--- config.mk ---
export PLATFORM = sky130hd
export DESIGN_NAME = buffer_pool_slot_manager_core
export DESIGN_NICKNAME = d
export VERILOG_FILES = /design/src/bpsm_pkg.sv /design/src/bpsm_victim.sv /design/src/buffer_pool_slot_manager_core.sv
export VERILOG_INCLUDE_DIRS = /design/src /design/src/src
export SDC_FILE = /design/constraint.sdc
export NUM_CORES = 2
export LEC_CHECK = 0
export BUFFER_PORTS_ARGS = -buffer_cell sky130_fd_sc_hd__buf_2
export CORE_UTILIZATION = 50
export CTS_CLUSTER_DIAMETER = 100
export DETAILED_ROUTE_END_ITERATION = 6
export PLACE_DENSITY_LB_ADDON = 0.15
export RECOVER_POWER = 50
export SLEW_MARGIN = 10
export SYNTH_ARGS = -nofsm -noshare
export SYNTH_HDL_FRONTEND = slang
export SYNTH_SLANG_ARGS = --single-unit
--- constraint.sdc ---
create_clock -name clock -period 17.33 [get_ports clock]
set_input_delay 2.5995 -clock clock [delete_from_list [all_inputs] [get_ports clock]]
set_output_delay 2.5995 -clock clock [all_outputs]
set_load 0.03 [all_outputs]
--- src/assert_macros.svh ---
// Assertion macros shared by the slot manager RTL.
// No dependencies; included by files that carry concurrent checks.
`ifndef ASSERT_MACROS_SVH
`define ASSERT_MACROS_SVH

// Same-cycle implication, disabled during reset.
`define CHK_IMPL(label, clk, rst, pre, post) \
   label: assert property (@(posedge clk) disable iff (rst) (pre) |-> (post)) \
      else $error("implication check failed");

// Next-cycle implication, disabled during reset.
`define CHK_NEXT(label, clk, rst, pre, post) \
   label: assert property (@(posedge clk) disable iff (rst) (pre) |=> (post)) \
      else $error("next-cycle check failed");

`endif

--- src/bpsm_pkg.sv ---
// Package for the buffer pool slot manager: default sizes, operation codes
// and the request and response payload structs. No dependencies.
package bpsm_pkg;

   localparam int SLOTS_DEF    = 8;
   localparam int AGE_BITS_DEF = 16;
   localparam int PAGE_ADDR_W  = 32;
   localparam int SLOT_FIELD_W = 3;

   typedef enum logic {
      OP_GET     = 1'b0,
      OP_RELEASE = 1'b1
   } op_type;

   typedef struct packed {
      op_type                 operation;
      logic [PAGE_ADDR_W-1:0] page_addr;
   } req_type;

   typedef struct packed {
      logic [SLOT_FIELD_W-1:0] slot;
      logic                    hit;
      logic                    fetch_needed;
      logic                    writeback_needed;
      logic [PAGE_ADDR_W-1:0]  writeback_addr;
   } rsp_type;

endpackage

--- src/bpsm_victim.sv ---
// Eviction choice for the slot manager: oldest slot, lowest index on a tie.
// Depends on nothing but its parameters.
module bpsm_victim #(
   parameter int SLOTS    = 8,
   parameter int AGE_BITS = 16
) (
   input  logic [SLOTS-1:0][AGE_BITS-1:0] age,
   output logic [SLOTS-1:0]               pick
);

   // A slot wins when it is strictly older than every lower slot and at
   // least as old as every higher one; exactly one slot can meet both.
   always_comb begin
      logic win;
      for (int i = 0; i < SLOTS; i++) begin
         win = 1'b1;
         for (int j = 0; j < SLOTS; j++) begin
            if (j < i) begin
               win = win & (age[i] > age[j]);
            end else if (j > i) begin
               win = win & (age[i] >= age[j]);
            end
         end
         pick[i] = win;
      end
   end

endmodule

--- src/buffer_pool_slot_manager_core.sv ---
// Buffer pool slot manager top level: lookup, replacement and pin tracking.
// Depends on bpsm_pkg, bpsm_victim and assert_macros.svh.
//
//   Channel  Direction  Handshake            Payload
//   req      in         req_valid/req_stall  bpsm_pkg::req_type (get or release)
//   rsp      out        rsp_valid/rsp_stall  bpsm_pkg::rsp_type (one per request)
//
// A request is held in the input register and its response is then loaded into
// the output register once that is free or drains: one transfer per cycle unless
// rsp_stall holds it; one single pass of tag compare and age selection sets the rate.
// Reset (synchronous) empties all slots, clears pins and ages; no clearing pass.
// A stalled response holds the pipe; the input register still takes one more item.
module buffer_pool_slot_manager_core #(
   parameter int SLOTS    = bpsm_pkg::SLOTS_DEF,
   parameter int AGE_BITS = bpsm_pkg::AGE_BITS_DEF
) (
   input  logic              clock,
   input  logic              reset,
   input  logic              req_valid,
   output logic              req_stall,
   input  bpsm_pkg::req_type req_data,
   output logic              rsp_valid,
   input  logic              rsp_stall,
   output bpsm_pkg::rsp_type rsp_data
);
   import bpsm_pkg::*;

`include "assert_macros.svh"

   localparam logic [AGE_BITS-1:0] AGE_MAX = {AGE_BITS{1'b1}};

   // Pipeline registers.
   logic    req_valid_ff, req_valid_in;
   req_type req_ff;
   logic    rsp_valid_ff, rsp_valid_in;
   rsp_type rsp_ff, rsp_in;

   // Slot state.
   logic [PAGE_ADDR_W-1:0]        tag_ff [SLOTS];
   logic [SLOTS-1:0]              valid_ff, valid_in;
   logic [SLOTS-1:0]              pinned_ff, pinned_in;
   logic [SLOTS-1:0][AGE_BITS-1:0] age_ff, age_in;

   // Decision signals.
   logic                           advance;
   logic                           is_get;
   logic                           any_match, any_free;
   logic                           get_hit, get_miss, rel_hit;
   logic [SLOTS-1:0]               match_vec, hit_vec, free_vec, victim_vec, claim_vec;
   logic [SLOTS-1:0]               sel_vec;
   logic [SLOTS-1:0][AGE_BITS-1:0] aged;
   logic [PAGE_ADDR_W-1:0]         victim_tag;
   logic [SLOT_FIELD_W-1:0]        slot_field;

   // Handshake: the request moves on when the output register is free or drains.
   assign advance      = req_valid_ff && (!rsp_valid_ff || !rsp_stall);
   assign req_stall    = req_valid_ff && !advance;
   assign req_valid_in = (req_valid && !req_stall) || (req_valid_ff && !advance);
   assign rsp_valid_in = advance || (rsp_valid_ff && rsp_stall);
   assign rsp_valid    = rsp_valid_ff;
   assign rsp_data     = rsp_ff;

   // Tag compare, lowest matching slot, highest free slot and saturated ages.
   always_comb begin
      logic found_m;
      logic found_f;
      found_m = 1'b0;
      found_f = 1'b0;
      for (int i = 0; i < SLOTS; i++) begin
         match_vec[i] = valid_ff[i] && (tag_ff[i] == req_ff.page_addr);
         hit_vec[i]   = match_vec[i] && !found_m;
         found_m      = found_m | match_vec[i];
         aged[i]      = (age_ff[i] == AGE_MAX) ? age_ff[i] : age_ff[i] + 1'b1;
      end
      for (int i = SLOTS - 1; i >= 0; i--) begin
         free_vec[i] = !pinned_ff[i] && !found_f;
         found_f     = found_f | !pinned_ff[i];
      end
   end

   // Oldest slot after aging, used only when every slot is pinned.
   bpsm_victim #(
      .SLOTS    (SLOTS),
      .AGE_BITS (AGE_BITS)
   ) u_victim (
      .age  (aged),
      .pick (victim_vec)
   );

   assign any_match = |match_vec;
   assign any_free  = |(~pinned_ff);
   assign is_get    = (req_ff.operation == OP_GET);
   assign claim_vec = any_free ? free_vec : victim_vec;
   assign get_hit   = advance && is_get && any_match;
   assign get_miss  = advance && is_get && !any_match;
   assign rel_hit   = advance && !is_get && any_match;
   assign sel_vec   = (is_get && !any_match) ? claim_vec : hit_vec;

   // Slot number and the victim's old tag, both picked by one-hot vectors.
   always_comb begin
      slot_field = '0;
      victim_tag = '0;
      for (int i = 0; i < SLOTS; i++) begin
         if (sel_vec[i]) begin
            slot_field = slot_field | SLOT_FIELD_W'(i);
         end
         if (victim_vec[i] && valid_ff[i]) begin
            victim_tag = victim_tag | tag_ff[i];
         end
      end
   end

   // Response fields.
   always_comb begin
      rsp_in.slot         = slot_field;
      rsp_in.hit          = any_match;
      rsp_in.fetch_needed = is_get && !any_match;
      if (is_get) begin
         rsp_in.writeback_needed = !any_match && !any_free && |(victim_vec & valid_ff);
         rsp_in.writeback_addr   = (!any_match && !any_free) ? victim_tag : '0;
      end else begin
         rsp_in.writeback_needed = any_match;
         rsp_in.writeback_addr   = any_match ? req_ff.page_addr : '0;
      end
   end

   // Next slot state.
   always_comb begin
      valid_in  = valid_ff;
      pinned_in = pinned_ff;
      age_in    = age_ff;
      if (get_hit) begin
         pinned_in = pinned_ff | hit_vec;
         for (int i = 0; i < SLOTS; i++) begin
            age_in[i] = hit_vec[i] ? '0 : aged[i];
         end
      end else if (get_miss) begin
         valid_in  = valid_ff | claim_vec;
         pinned_in = pinned_ff | claim_vec;
         for (int i = 0; i < SLOTS; i++) begin
            age_in[i] = claim_vec[i] ? '0 : aged[i];
         end
      end else if (rel_hit) begin
         pinned_in = pinned_ff & ~hit_vec;
      end
   end

   // Control registers.
   always_ff @(posedge clock) begin
      if (reset) begin
         req_valid_ff <= 1'b0;
         rsp_valid_ff <= 1'b0;
         valid_ff     <= '0;
         pinned_ff    <= '0;
         age_ff       <= '0;
      end else begin
         req_valid_ff <= req_valid_in;
         rsp_valid_ff <= rsp_valid_in;
         valid_ff     <= valid_in;
         pinned_ff    <= pinned_in;
         age_ff       <= age_in;
      end
   end

   // Payload registers and tags.
   always_ff @(posedge clock) begin
      if (req_valid && !req_stall) begin
         req_ff <= req_data;
      end
      if (advance) begin
         rsp_ff <= rsp_in;
      end
      for (int i = 0; i < SLOTS; i++) begin
         if (get_miss && claim_vec[i]) begin
            tag_ff[i] <= req_ff.page_addr;
         end
      end
   end

   // Checks.
   `CHK_IMPL(a_victim_onehot, clock, reset, 1'b1, $onehot(victim_vec))
   `CHK_NEXT(a_claim_pinned, clock, reset, get_miss, (valid_ff & pinned_ff & $past(claim_vec)) == $past(claim_vec))
   `CHK_NEXT(a_rsp_loaded, clock, reset, advance, rsp_valid_ff)

endmodule

==> metrics <==
top cells by area, synth=edfxtp_1 (28%), ha_1 (15%), dfxtp_1 (8.4%); clk root buf=clkbuf_16; I/O pin total=77; CTS tree=built; #FFs+latches synth=473; Critical path origin=age_ff[112]; hold path depth=1; Initial Utilization=0.508; fin nets=4204; Core Util, Final=0.560; CTS max path bufs=3; Post-synth top cells=ha_1 (414), nand2_1 (328), edfxtp_1 (327); Post-Syn Area=0.0349 mm^2; synth warn=0; reg2reg path depth=17; share of layout cells above drive strength 1=0.0714; Worst Setup EP=tag_ff[0][59]; status=complete, but fails checks; Post-Place Cells=4629; CP Capture Type=register; GPL Wtd Cong=1.05; Fill cells=6249; Arr. time, crit path=7570 ps; Setup Viol. Count Final=0; WL per Instance=29.7 um; Flop pwr share=0.466; P_leak=0.0151 uW; prevailing post-synth register cell=edfxtp_1; Die Area=0.0710 mm^2; Total Routed Length=140 mm; hold_buf cts=0; number of post-CTS setup repair buffers=0; peak supply drop=103 uV; Gate Count Post-Synth=3666; number of enable flip-flop cells after synthesis=327; critical setup path kind=register to register; ANT cells=0; internal power=1980 uW; # H-tree levels=2; Comb pwr share=0.091; Antenna Nets Post-Route=0; area fraction of the dominant cell type after synthesis=0.281; post-synthesis net count=4117; final instance area=0.0385 mm^2; initial antenna violation count=1; f_max=0.137 GHz; Tot GR Track Use=0.391; Die W=266 um; Placeable Area=0.0688 mm^2; Clock Power Share=0.443; std cell rows=96; first-pass GRT wire length=202 mm; clock skew=29.0 ps; Clock Sinks=473; CTS resizes=0; syn avg cell area=9.53 um^2; Remaining DRCs=0; total of max-cap violations=4; Reg clk slew, reported paths=60 ps; Placed Area=0.0368 mm^2; Overflow after GRT=0; vias per std cell=6.67; Cell Pwr Density=69.6 mW/mm^2; Setup TNS Final=0 ps; initial drt markers=3422; largest net degree at the start of global routing=56; worst skew pair latency=650 ps; r2r endpoint=tag_ff[0][59]; Final Non-Filler Cells=4726; worst slew pin tran=3260 ps; crit-path max FO=32; period utilization=0.421; total iterations of the first detailed-routing run=6; Yosys cell types=101; ys async rst share=0; cell taking the most area after synthesis=edfxtp_1; Worst Hold Class=register to register; Final Hold Vio Count=0; Worst EP required=17600 ps; Worst Setup Start Kind=register; unrepaired setup endpoints after global routing=false; worst relative slew slack=-1.18; DR vias=31500; failing checks=capacitance limit, slew limit; Port Buffers=76; vias in the first global route=29700; cell with the most instances after synthesis=ha_1; Post-DP HPWL=104 mm; Critical R2R Launch=age_ff[112]; Die Span Y=266 um; Sw Share=0.262; total CTS buffers=53; final period demand of the worst path=7300 ps; Area Growth Syn to Fin=10.2%; max-slew violations=152; sequential area share after synthesis=0.365; NetSw=704 uW; Reg2Reg Setup Slack=10030 ps
per-layer routing:
layer	routed length [um]	track usage	part of all wire
met5	0	0	0
met4	12400	0.292	0.089
met3	11800	0.0596	0.084
met2	63800	0.636	0.46
met1	52200	0.470	0.37
power groups by stage:
stage / registers (uW) / clock network [uW] / logic (uW)
final: 1250 / 1190 / 243
after global routing: 1250 / 1240 / 252
after CTS: 1250 / 1200 / 238
after detailed placement: 1270 / 0 / 236
after global placement: 1270 / 0 / 237
after floorplan: 1260 / 0 / 143
worst max-delay path, cell delays in order, from the launching register on:
cell,delay [ps]
dfxtp_1,510
ha_1,310
nand4_1,220
nor4_1,780
nor3_1,190
and3_1,250
xor2_1,390
ha_1,210
and4_1,200
nand2_1,70
or3b_1,380
nor4bb_1,980
o2111ai_1,370
o41ai_1,1130
and2_1,270
nand2_1,100
inv_1,90
buf_4,410
stage by stage:
step / worst slack, ps / power [uW] / hold WS [ps]
6_report: 10030 / 2680 / 481
5_1_grt: 9810 / 2750 / 522
4_1_cts: 10330 / 2690 / 478
3_5_place_dp: 10320 / 1510 / 463
3_3_place_gp: 10560 / 1510 / 462
2_1_floorplan: 11080 / 1400 / 446
how the worst min path moves through the flow:
stage                 startpoint      endpoint
floorplan           pinned_ff[4]  pinned_ff[4]
global placement    pinned_ff[4]  pinned_ff[4]
detailed placement  pinned_ff[4]  pinned_ff[4]
CTS                 pinned_ff[4]  pinned_ff[4]
global route          age_ff[49]    age_ff[49]
finish              pinned_ff[4]  pinned_ff[4]
state kept, by name (all words and copies together), names as in the netlist:
signal	cells
req_valid_ff	1
age_ff	128
tag_ff	256
req_ff	33
pinned_ff	8
rsp_valid	1
valid_ff	8
rsp_data	38
layout make-up:
cell class | instances | area, um^2 | area share
Clock buffer | 65 | 1400 | 0.0364
Clock inverter | 32 | 390 | 0.0101
Tap cell | 931 | 1160 | 0.0302
Sequential cell | 473 | 12700 | 0.331
Timing Repair Buffer | 169 | 988 | 0.0257
Inverter | 165 | 624 | 0.0162
Multi-Input combinational cell | 2891 | 21200 | 0.551
logic make-up (layout without fill, tap and decap cells):
group | after synthesis | after routing | synth area share
simple gates | 1256 | 1256 | 0.189
compound gates | 822 | 822 | 0.162
flops | 473 | 473 | 0.365
fa+ha+maj | 427 | 427 | 0.152
xor+xnor | 356 | 356 | 0.0892
buf+inv | 302 | 431 | 0.0343
mux | 30 | 30 | 0.00924
cell usage in the layout, fill, tap and decap left out, drive strengths merged, types with 15 or more instances in the layout:
master / instances
inv: 166
nor2: 167
nor3: 79
nand2: 329
clkbuf: 117
and4: 38
dfxtp: 146
nand2b: 36
o21ai: 147
mux2i: 18
or4: 25
a221o: 36
xor2: 205
edfxtp: 327
xnor2: 151
o21a: 25
buf: 117
a211oi: 23
nor4: 107
nand3: 162
nor2b: 25
a22oi: 87
ha: 414
a21o: 95
a32o: 23
clkinv: 21
a221oi: 15
a31oi: 29
and3: 56
a21oi: 182
o211ai: 19
nand4: 141
or3: 20
and2: 20
Note: power is estimated with default switching activity, not from simulation.
